### src/sv/display_list_clip_quad_emitter_assert.svh
// Assertion macros for the display-list clip quad emitter.
// Depends on nothing; included by modules that check their own logic.
`ifndef DISPLAY_LIST_CLIP_QUAD_EMITTER_ASSERT_SVH
`define DISPLAY_LIST_CLIP_QUAD_EMITTER_ASSERT_SVH
`ifndef SYNTHESIS
`define DLCQ_ASSERT_NOW(lbl, ck, rs, ante, cons) \
  lbl: assert property (@(posedge ck) disable iff (rs) (ante) |-> (cons)) \
    else $error("dlcq assertion failed");
`define DLCQ_ASSERT_NEXT(lbl, ck, rs, ante, cons) \
  lbl: assert property (@(posedge ck) disable iff (rs) (ante) |=> (cons)) \
    else $error("dlcq assertion failed");
`else
`define DLCQ_ASSERT_NOW(lbl, ck, rs, ante, cons)
`define DLCQ_ASSERT_NEXT(lbl, ck, rs, ante, cons)
`endif
`endif

### src/sv/dlcq_pkg.sv
// Shared types, operation codes and the clip function of the quad emitter.
// No dependencies.
package dlcq_pkg;

  typedef logic signed [17:0] coord_t;

  typedef struct packed {
    coord_t l;
    coord_t t;
    coord_t r;
    coord_t b;
    logic   ne;
  } frame_t;

  typedef struct packed {
    coord_t x0;
    coord_t y0;
    coord_t x1;
    coord_t y1;
    logic   ok;
  } quad_t;

  typedef struct packed {
    logic push;
    logic pop;
  } stack_ctl_t;

  localparam logic [3:0] OP_IGNORE   = 4'd0;
  localparam logic [3:0] OP_RECT     = 4'd1;
  localparam logic [3:0] OP_BORDER   = 4'd2;
  localparam logic [3:0] OP_TEXT     = 4'd3;
  localparam logic [3:0] OP_FOCUS    = 4'd4;
  localparam logic [3:0] OP_IMAGE    = 4'd5;
  localparam logic [3:0] OP_PUSH     = 4'd6;
  localparam logic [3:0] OP_POP      = 4'd7;
  localparam logic [3:0] OP_LIST_END = 4'd8;

  localparam logic [15:0] CAP_RESET = 16'd4096;

  function automatic quad_t clip_quad(coord_t x0, coord_t y0, coord_t x1, coord_t y1,
                                      logic has_frame, frame_t f);
    quad_t q;
    q.x0 = (has_frame && x0 < f.l) ? f.l : x0;
    q.y0 = (has_frame && y0 < f.t) ? f.t : y0;
    q.x1 = (has_frame && x1 > f.r) ? f.r : x1;
    q.y1 = (has_frame && y1 > f.b) ? f.b : y1;
    q.ok = has_frame ? (f.ne && (q.x0 < q.x1) && (q.y0 < q.y1)) : 1'b1;
    return q;
  endfunction

endpackage

### src/sv/dlcq_cell.sv
// One clip stack cell: holds a frame, shifts down on push and up on pop.
// Depends on dlcq_pkg.
module dlcq_cell (
  input  logic                clk,
  input  dlcq_pkg::stack_ctl_t ctl,
  input  dlcq_pkg::frame_t    above,
  input  dlcq_pkg::frame_t    below,
  output dlcq_pkg::frame_t    frame
);
  import dlcq_pkg::*;

  always_ff @(posedge clk) begin
    if (ctl.push) begin
      frame <= above;
    end else if (ctl.pop) begin
      frame <= below;
    end
  end
endmodule

### src/sv/display_list_clip_quad_emitter.sv
// Top level of the display-list clip quad emitter.
// Depends on dlcq_pkg, dlcq_cell and the assertion macro header.
//
// One command is held in a single command stage. Each cycle that the output
// register is free, it emits one quad or status, or finishes a command that
// emits nothing. Rect, text, image, clip, ignored and list-end commands emit
// at most one quad or status; border and focus-ring commands emit up to four
// strips one at a time through the single output register. The next command
// is taken in the cycle the current one finishes. The clip stack is a chain of
// CLIP_STACK_DEPTH shift cells with the top frame always in the first cell.
module display_list_clip_quad_emitter #(
  parameter int CLIP_STACK_DEPTH = 16
) (
  input  logic                clk,
  input  logic                rst,
  input  logic                cfg_we,
  input  logic [15:0]         cfg_wdata,
  input  logic                in_valid,
  output logic                in_stall,
  input  logic [3:0]          operation,
  input  logic signed [15:0]  pos_x,
  input  logic signed [15:0]  pos_y,
  input  logic [15:0]         rect_width,
  input  logic [15:0]         rect_height,
  input  logic [15:0]         border_thickness,
  input  logic [31:0]         fill_color,
  input  logic [31:0]         img_handle,
  output logic                out_valid,
  input  logic                out_stall,
  output logic                is_status,
  output logic signed [17:0]  quad_x0,
  output logic signed [17:0]  quad_y0,
  output logic signed [17:0]  quad_x1,
  output logic signed [17:0]  quad_y1,
  output logic [31:0]         quad_color,
  output logic [31:0]         quad_tex,
  output logic [15:0]         uv_width,
  output logic [15:0]         uv_height,
  output logic [15:0]         quad_index,
  output logic                error,
  output logic                last
);
  import dlcq_pkg::*;

  localparam int DW = $clog2(CLIP_STACK_DEPTH + 1);

  logic              sv;
  logic [3:0]        op;
  logic signed [15:0] cx, cy;
  logic [15:0]       cw, ch, cbw;
  logic [31:0]       ccol, cimg;
  logic [3:0]        rem;
  logic [DW-1:0]     depth;
  logic [15:0]       count;
  logic              err;
  logic [15:0]       cap;

  frame_t            frames [CLIP_STACK_DEPTH];
  frame_t            new_frame;
  stack_ctl_t        ctl;

  coord_t            xs, ys, ws, hs, bws;
  logic [15:0]       bwc, ih, swd;
  logic              inner;
  coord_t            sx [4];
  coord_t            sy [4];
  logic [15:0]       sw [4];
  logic [15:0]       sh [4];
  logic [3:0]        en;
  logic [3:0]        surv;
  quad_t             q [4];
  quad_t             pq;
  logic [3:0]        cand, first;
  logic              later;
  quad_t             selq;
  logic              has_frame;
  logic              adv, fin, done, emit, emit_status;
  logic              is_single, is_border;
  logic [16:0]       count_inc;

  assign has_frame = (depth != '0);
  assign xs  = {{2{cx[15]}}, cx};
  assign ys  = {{2{cy[15]}}, cy};
  assign ws  = {2'b00, cw};
  assign hs  = {2'b00, ch};
  assign bwc = (cbw > ch) ? ch : cbw;
  assign bws = {2'b00, bwc};
  assign inner = {1'b0, ch} > {bwc, 1'b0};
  assign ih  = ch - {bwc[14:0], 1'b0};
  assign swd = (cw < bwc) ? cw : bwc;

  assign is_single = (op == OP_RECT) || (op == OP_TEXT) || (op == OP_IMAGE);
  assign is_border = (op == OP_BORDER) || (op == OP_FOCUS);

  always_comb begin
    sx[0] = xs;  sy[0] = ys;  sw[0] = cw;  sh[0] = ch;
    sx[1] = xs;  sy[1] = ys + hs - bws;  sw[1] = cw;  sh[1] = bwc;
    sx[2] = xs;  sy[2] = ys + bws;  sw[2] = swd;  sh[2] = ih;
    sx[3] = xs + ws - bws;  sy[3] = ys + bws;  sw[3] = swd;  sh[3] = ih;
    en = 4'b0000;
    if (is_single) begin
      en[0] = 1'b1;
    end else if (is_border) begin
      sh[0] = bwc;
      en[0] = (bwc != 16'd0);
      en[1] = (bwc != 16'd0);
      en[2] = (bwc != 16'd0) && inner;
      en[3] = (bwc != 16'd0) && inner && (cw > bwc);
    end
    for (int k = 0; k < 4; k++) begin
      q[k] = clip_quad(sx[k], sy[k], sx[k] + $signed({2'b00, sw[k]}),
                       sy[k] + $signed({2'b00, sh[k]}), has_frame, frames[0]);
      surv[k] = en[k] && (sw[k] != 16'd0) && (sh[k] != 16'd0) && q[k].ok;
    end
  end

  assign cand  = surv & rem;
  assign first = cand & (~cand + 4'd1);
  assign later = |(cand & ~first);

  always_comb begin
    selq = q[0];
    for (int k = 3; k >= 0; k--) begin
      if (first[k]) begin
        selq = q[k];
      end
    end
  end

  assign pq = clip_quad(xs, ys, xs + ws, ys + hs, has_frame, frames[0]);
  always_comb begin
    new_frame.l  = pq.x0;
    new_frame.t  = pq.y0;
    new_frame.r  = pq.x1;
    new_frame.b  = pq.y1;
    new_frame.ne = pq.ok && (cw != 16'd0) && (ch != 16'd0);
  end

  assign count_inc = {1'b0, count} + 17'd1;
  assign adv = !out_valid || !out_stall;

  always_comb begin
    fin         = 1'b1;
    emit        = 1'b0;
    emit_status = 1'b0;
    ctl         = '0;
    if (op == OP_LIST_END) begin
      emit_status = 1'b1;
    end else if (!err) begin
      if (is_single || is_border) begin
        if (cand != 4'b0000 && count < cap) begin
          emit = 1'b1;
          fin  = !later || (count_inc >= {1'b0, cap});
        end
      end else if (op == OP_PUSH) begin
        ctl.push = (depth < DW'(CLIP_STACK_DEPTH));
      end else if (op == OP_POP) begin
        ctl.pop = has_frame;
      end
    end
    if (!(sv && adv)) begin
      emit        = 1'b0;
      emit_status = 1'b0;
      ctl         = '0;
    end
  end

  assign done     = sv && adv && fin;
  assign in_stall = sv && !done;

  for (genvar i = 0; i < CLIP_STACK_DEPTH; i++) begin : g_cell
    frame_t above, below;
    assign above = (i == 0) ? new_frame : frames[(i == 0) ? 0 : i - 1];
    assign below = (i == CLIP_STACK_DEPTH - 1) ? frames[i]
                   : frames[(i == CLIP_STACK_DEPTH - 1) ? i : i + 1];
    dlcq_cell u_cell (
      .clk   (clk),
      .ctl   (ctl),
      .above (above),
      .below (below),
      .frame (frames[i])
    );
  end

  always_ff @(posedge clk) begin
    if (rst) begin
      cap <= CAP_RESET;
    end else if (cfg_we) begin
      cap <= cfg_wdata;
    end
  end

  always_ff @(posedge clk) begin
    if (rst) begin
      sv    <= 1'b0;
      depth <= '0;
      count <= 16'd0;
      err   <= 1'b0;
    end else begin
      if (in_valid && !in_stall) begin
        sv <= 1'b1;
      end else if (done) begin
        sv <= 1'b0;
      end
      if (emit_status) begin
        depth <= '0;
        count <= 16'd0;
        err   <= 1'b0;
      end else if (sv && adv && !err) begin
        if (emit) begin
          count <= count_inc[15:0];
          if (later && (count_inc >= {1'b0, cap})) begin
            err <= 1'b1;
          end
        end else if ((is_single || is_border) && cand != 4'b0000) begin
          err <= 1'b1;
        end else if (op == OP_PUSH) begin
          if (ctl.push) begin
            depth <= depth + DW'(1);
          end else begin
            err <= 1'b1;
          end
        end else if (op == OP_POP) begin
          if (ctl.pop) begin
            depth <= depth - DW'(1);
          end else begin
            err <= 1'b1;
          end
        end else if (op > OP_LIST_END) begin
          err <= 1'b1;
        end
      end
    end
  end

  always_ff @(posedge clk) begin
    if (in_valid && !in_stall) begin
      op   <= operation;
      cx   <= pos_x;
      cy   <= pos_y;
      cw   <= rect_width;
      ch   <= rect_height;
      cbw  <= border_thickness;
      ccol <= fill_color;
      cimg <= img_handle;
      rem  <= 4'b1111;
    end else if (emit) begin
      rem <= rem & ~first;
    end
  end

  always_ff @(posedge clk) begin
    if (rst) begin
      out_valid <= 1'b0;
    end else if (emit || emit_status) begin
      out_valid <= 1'b1;
    end else if (!out_stall) begin
      out_valid <= 1'b0;
    end
  end

  always_ff @(posedge clk) begin
    if (emit_status) begin
      is_status  <= 1'b1;
      quad_x0    <= '0;
      quad_y0    <= '0;
      quad_x1    <= '0;
      quad_y1    <= '0;
      quad_color <= 32'd0;
      quad_tex   <= 32'd0;
      uv_width   <= 16'd0;
      uv_height  <= 16'd0;
      quad_index <= count;
      error      <= err || has_frame;
      last       <= 1'b1;
    end else if (emit) begin
      is_status  <= 1'b0;
      quad_x0    <= selq.x0;
      quad_y0    <= selq.y0;
      quad_x1    <= selq.x1;
      quad_y1    <= selq.y1;
      quad_color <= ccol;
      quad_tex   <= (op == OP_IMAGE) ? cimg : 32'd0;
      uv_width   <= (op == OP_IMAGE) ? cw : 16'd0;
      uv_height  <= (op == OP_IMAGE) ? ch : 16'd0;
      quad_index <= count;
      error      <= 1'b0;
      last       <= fin;
    end
  end

`include "display_list_clip_quad_emitter_assert.svh"

  `DLCQ_ASSERT_NOW(a_no_overwrite, clk, rst, out_valid && out_stall, !emit && !emit_status)
  `DLCQ_ASSERT_NOW(a_depth_bound, clk, rst, 1'b1, depth <= DW'(CLIP_STACK_DEPTH))
  `DLCQ_ASSERT_NEXT(a_list_end_clears, clk, rst, emit_status, depth == '0 && count == 16'd0 && !err)

endmodule
### config.mk
export PLATFORM = sky130hd
export DESIGN_NAME = display_list_clip_quad_emitter
export DESIGN_NICKNAME = d
export VERILOG_FILES = /design/src/sv/dlcq_pkg.sv /design/src/sv/dlcq_cell.sv /design/src/sv/display_list_clip_quad_emitter.sv
export VERILOG_INCLUDE_DIRS = /design/src /design/src/sv
export SDC_FILE = /design/constraint.sdc
export NUM_CORES = 2
export LEC_CHECK = 0
export ABC_AREA = 1
export BUFFER_PORTS_ARGS = -buffer_cell sky130_fd_sc_hd__buf_2
export CORE_UTILIZATION = 35
export DETAILED_ROUTE_END_ITERATION = 7
export PLACE_DENSITY_LB_ADDON = 0.05
export SYNTH_ARGS = -nofsm -noshare
export SYNTH_HDL_FRONTEND = slang
export SYNTH_SLANG_ARGS = --single-unit
export TNS_END_PERCENT = 10
### constraint.sdc
create_clock -name clk -period 82.8 [get_ports clk]
set_input_delay 24.84 -clock clk [delete_from_list [all_inputs] [get_ports clk]]
set_output_delay 24.84 -clock clk [all_outputs]
set_load 0.01 [all_outputs]
### Word-level counts from Yosys, hierarchy flattened

Cells that the tools add are included.

| storage, ports and cells | value |
|---|---|
| bits in registers | 1547 |
| input bits | 169 |
| output and inout bits | 189 |
| logic and storage cells | 346 |

| operators by class | value |
|---|---|
| $add $sub $neg | 15 |
| order comparisons | 27 |
| eq/ne operators | 13 |
| multiplexer cells | 99 |
| bitwise gates (word level) | 8 |
| reductions and logical operators | 77 |

Operators with widths:

| cell | number |
|---|---|
| 73-bit two-way mux | 34 |
| 18-bit two-way mux | 12 |
| 18-bit less-than comparator | 10 |
| 16-bit two-way mux | 8 |
| 18-bit > comparator | 7 |
| 16-bit nonzero test | 6 |
| 16-bit by 17-bit adder with 18-bit output | 5 |
| 18-bit by 17-bit adder with 18-bit output | 3 |
| 1-bit logical AND | 44 |
| 16-bit by 18-bit less-than comparator with 1-bit output | 2 |
| 18-bit by 17-bit subtractor with 18-bit output | 2 |
| 1-bit two-way mux | 34 |
| 16-bit > comparator | 2 |
| 16-bit less-than comparator | 2 |
| 32-bit two-way mux | 1 |
| 5-bit two-way mux | 4 |
| 16-bit by 1-bit adder with 17-bit output, second input constant | 1 |
| 17-bit by 16-bit greater-or-equal comparator with 1-bit output | 1 |
| 16-bit by 17-bit > comparator with 1-bit output | 1 |
| 4-bit bitwise AND | 4 |
| 4-bit by 3-bit equality test with 1-bit output, second input constant | 4 |
| 16-bit subtractor | 1 |
| 2-bit nonzero test | 5 |
| 5-bit nonzero test | 2 |
| other kinds (25) | 44 |

### Longest topological paths before layout

| depth | value |
|---|---|
| word-level depth | 32 |
| mapped depth | 78 |

### Modules after synthesis

A second synthesis with hierarchy kept.

| second synthesis, totals | value |
|---|---|
| cells, all modules | 9853 |
| area total of the unflattened synthesis | 85675.9 sq um |

By module, submodules not included:

| module | times used | cells each | area each (sq um) | sequential area each (sq um) |
|---|---|---|---|---|
| dlcq_cell | 16 | 309 | 3148.0 | 2192.1 |
| display_list_clip_quad_emitter | 1 | 4909 | 35307.6 | 9238.9 |

### Worst setup path before layout

OpenSTA, ideal clock, no wires.

| timing | value |
|---|---|
| path kind | input to register |
| from | input port out_stall |
| to | register g_cell[0].u_cell.frame[0] in the netlist's numbering (enable) |
| arrival | 43655 ps |
| data required time | 75284 ps |
| path slack | 31629 ps |
| cell stages on the path | 11 |
| buffers on the path | 2 |
| path through | nand2_1 -> inv_1 -> nor2_1 -> inv_1 -> nor2_1 -> inv_1 -> nor2_1 -> nand2_1 -> clkbuf_1 -> clkbuf_1 -> nand2_1 |

| on the way | value |
|---|---|
| cells in the longest elaborated chain, start to end | 5 |

Ends and longest elaborated chain:

| what | RTL line | source |
|---|---|---|
| start: declaration | display_list_clip_quad_emitter.sv:29 | `input logic out_stall,` |
| 1-bit logical NOT | - |  |
| 1-bit logical OR | display_list_clip_quad_emitter.sv:140 | `assign adv = !out_valid \|\| !out_stall;` |
| 1-bit logical AND | display_list_clip_quad_emitter.sv:161 | `if (!(sv && adv)) begin` |
| 2-bit two-way mux | display_list_clip_quad_emitter.sv:161 |  |
| 2-bit nonzero test (no source line) | - |  |
| end signal: assignment | dlcq_cell.sv:14 | `frame <= above;` |
| end signal: assignment | dlcq_cell.sv:16 | `frame <= below;` |
| end: declaration | dlcq_cell.sv:8 | `output dlcq_pkg::frame_t frame` |

No other way between the ends.
A chain may end at the register's enable or synchronous reset.

### Final worst setup path

| timing | value |
|---|---|
| from | input port out_stall |
| to | output port in_stall |

| on the way | value |
|---|---|
| cells in the longest elaborated chain, start to end | 6 |

Ends and longest elaborated chain:

| what | RTL line | source |
|---|---|---|
| 1-bit logical NOT | - |  |
| 1-bit logical OR | display_list_clip_quad_emitter.sv:140 |  |
| 1-bit logical AND (2 in series) | display_list_clip_quad_emitter.sv:168 | `assign done = sv && adv && fin;` |
| 1-bit logical NOT | display_list_clip_quad_emitter.sv:169 | `assign in_stall = sv && !done;` |
| 1-bit logical AND | display_list_clip_quad_emitter.sv:169 |  |
| end: declaration | display_list_clip_quad_emitter.sv:19 | `output logic in_stall,` |

No other way between the ends.

==> key figures <==
Placed design
  – Detailed placement HPWL: 201 mm
  – Post-DP Area: between 80000 and 90000 µm²
  – Gp weighted congestion: 0.976
  – IO buf count: 357

Route
  – Initial DRC Count: 5917
  – Via/cell ratio: approximately 5.0
  – Met1 WL: 136 mm
  – DR top layer: met4
  – DRC: 164
  – Post-route antenna net violation count: 0
  – Wirelength per Cell: 20.8 µm
  – WL final: around 280 mm
  – Vias: roughly 66000
  – Pre-antenna DRT Iters: 8
  – DR WL met2: 115 mm
  – Met3 wire length: 13.9 mm

Floorplanning
  – Initial Util: 35.2%
  – # IOs: ~360
  – Core area: between 200000 and 250000 µm²
  – Die H: 491 µm
  – Die Wd: 491 µm
  – Full die area: 241000 µm²
  – Cell Rows: 179

STA
  – Worst-Margin Slew: between 1 and 1.5 ns
  – TNS Setup: 0 ns
  – Crit path time final: 50.21 ns
  – Final Slew Violations: 0
  – Achievable Freq: 19.9 MHz
  – Setup violators final: 0
  – Final hold violations: 0
  – Fin Clk Skew: 0.0581 ns
  – Worst relative slew slack: 22.4%
  – Fin crit share: 60.6%
  – RSZ-0062 raised after global routing: no

Layout
  – Fin util: 39.7%
  – Nets@finish: 10700
  – Most common cell after layout, fill and taps aside: nand2_1
  – Commonest non-fill, non-tap cells in the layout: nand2_1, edfxtp_1, inv_1
  – Fill cells: 24300
  – Share of cells above drive strength 1: 7.52%
  – Design area: approximately 95000 µm²
  – Area Overhead vs Synth: 12.9%

Synthesis
  – Synth Register Bits: 1547
  – Distinct cell type count after synthesis: between 50 and 60
  – Fraction of registers with async set/reset: 0%
  – Yosys warns: 0
  – Synth Cell Area: 83800 µm²
  – Top FF cell, synth: edfxtp_1
  – Cells after Synth: 9633
  – Net count after synthesis: 10400
  – EDFF count, synth: 1333
  – Part of the Yosys area used for sequential elements: 52.9%
  – Post-Syn Area per Cell: 8.70 µm²

CTS
  – H-tree depth: 4
  – Setup bufs post-CTS: 0
  – TritonCTS buffer count: approximately 180
  – Sink Count: between 1500 and 2000
  – CTS Buffer Depth: 3
  – Post-CTS Hold Buffers: 0
  – Worst skew pair latency: between 0.8 and 0.9 ns
  – Post_cts resized: 0
  – Clock transition at the registers of the reported paths: 0.06 ns
  – CTS root buffer: clkbuf_16
  – CTS tree: done

Global routing
  – Largest net degree at the start of global routing: 209
  – GRT Residual Overflow: 0
  – Gr usage total: 22.3%
  – Number of global-route vias before repair: slightly above 60000
  – Initial antenna violation count: 9
  – Global-route wire length before repair: slightly above 400 mm

Status
  – Status: finished, violations left
  – Failing checks: DRC

Critical path
  – Crit. End Element: output pin
  – Arrival time of the worst setup path: 25.37 ns
  – Setup CP Type: in -> out
  – CP startpoint kind: input pin
  – CP max FO: 3
  – Required time of the critical path: 57.96 ns

Power
  – Leak: 0.0428 µW
  – Pwr dens: roughly 28 nW/µm²
  – Worst VDD drop: 0.0198 mV

Flow run
  – Max Cap Violations: 0

Worst hold path
  – Hold WC Path Type: reg -> reg
[final cells by class]
type                    instances  area, µm²  share of cell area (%)
flip-flops and latches       1547      44300                    46.8
multi-input cells            6912      35000                    37.0
clock buffers                 235       4800                    5.08
well taps                    3167       3960                    4.19
inverters                     819       3090                    3.27
repair buffers                452       2560                    2.71
clock inverters                84        836                   0.884
diodes                          8       20.0                  0.0212
[flip-flops by register name, summed over array words and instances, names as in the netlist, 18 cells and up]
name / flops
ccol: 32
cimg: 32
g_cell.u_cell.frame: 1168
quad_color: 32
quad_tex: 32
quad_x0: 18
quad_x1: 18
quad_y0: 18
quad_y1: 18
[through the flow]
| stage | setup WS, ns | instances | total power, µW | hold WS, ns |
|---|---|---|---|---|
| 6_report | 32.59 | 13200 | 2680 | 0.421 |
| 5_1_grt | 32.51 | 13200 | 2850 | 0.438 |
| 4_1_cts | 32.58 | 13200 | 2690 | 0.418 |
| 3_5_place_dp | 32.58 | 12900 | 1910 | 0.425 |
| 3_3_place_gp | 32.49 | 12900 | 1900 | 0.422 |
| 2_1_floorplan | 31.63 | 9633 | 1540 | 0.419 |
[where the power goes]
part	switching, µW	leakage (µW)	internal [µW]
clock	337	0.00273	427
combinational	691	0.0262	320
sequential	27.3	0.0139	873
total	1060	0.0428	1620
[worst max-delay path, stage by stage]
cell and delay [ns]:
buf_2 0.09, nand2_1 0.08, nand2_1 0.07, nand2_1 0.11, inv_1 0.05, buf_2 0.13
[final timing paths]
kind	from	to	slack, ns	cells after the start
worst max-delay path	out_stall	in_stall	32.59	6
worst min-delay path	g_cell[14].u_cell.frame[44]$_DFFE_PP_	g_cell[15].u_cell.frame[44]$_DFFE_PP_	0.42	0
worst max register to register	ch[15]$_DFFE_PP_	ccol[25]$_DFFE_PP_	66.82	61
worst min register to register	g_cell[14].u_cell.frame[44]$_DFFE_PP_	g_cell[15].u_cell.frame[44]$_DFFE_PP_	0.42	0
[cells in the mapped netlist, types with 42 or more instances]
master / count / share of area [%]
nand3_1: 189 / 1.1
inv_1: 806 / 3.6
nor3_1: 46 / 0.27
clkbuf_1: 300 / 1.3
o21ai_0: 580 / 3.5
o21ai_1: 58 / 0.35
a21oi_1: 451 / 2.7
xor2_1: 155 / 1.6
dfxtp_1: 214 / 5.1
buf_2: 42 / 0.25
nand4_1: 63 / 0.47
ha_1: 576 / 8.6
nand2_1: 4193 / 19
edfxtp_1: 1333 / 48
nor2_1: 276 / 1.2
[routing by layer]
metal	track usage, %	up-vias
met3	3.17	333
met1	33.4	31400
met2	32.5	1530
met4	7.94	0
li1	-	32500
met5	0	-
[kinds of logic after synthesis]
kind of cell / Yosys count / synth area share [%]
buffers and inverters: 1174 / 5.41
AO/OA/AOI/OAI: 1282 / 8.25
AND/OR/NAND/NOR: 4859 / 22.7
adder cells (fa/ha/maj): 587 / 8.86
XOR/XNOR: 184 / 1.92
flip-flops: 1547 / 52.9
No activity file was read; power rests on OpenSTA's default activity.
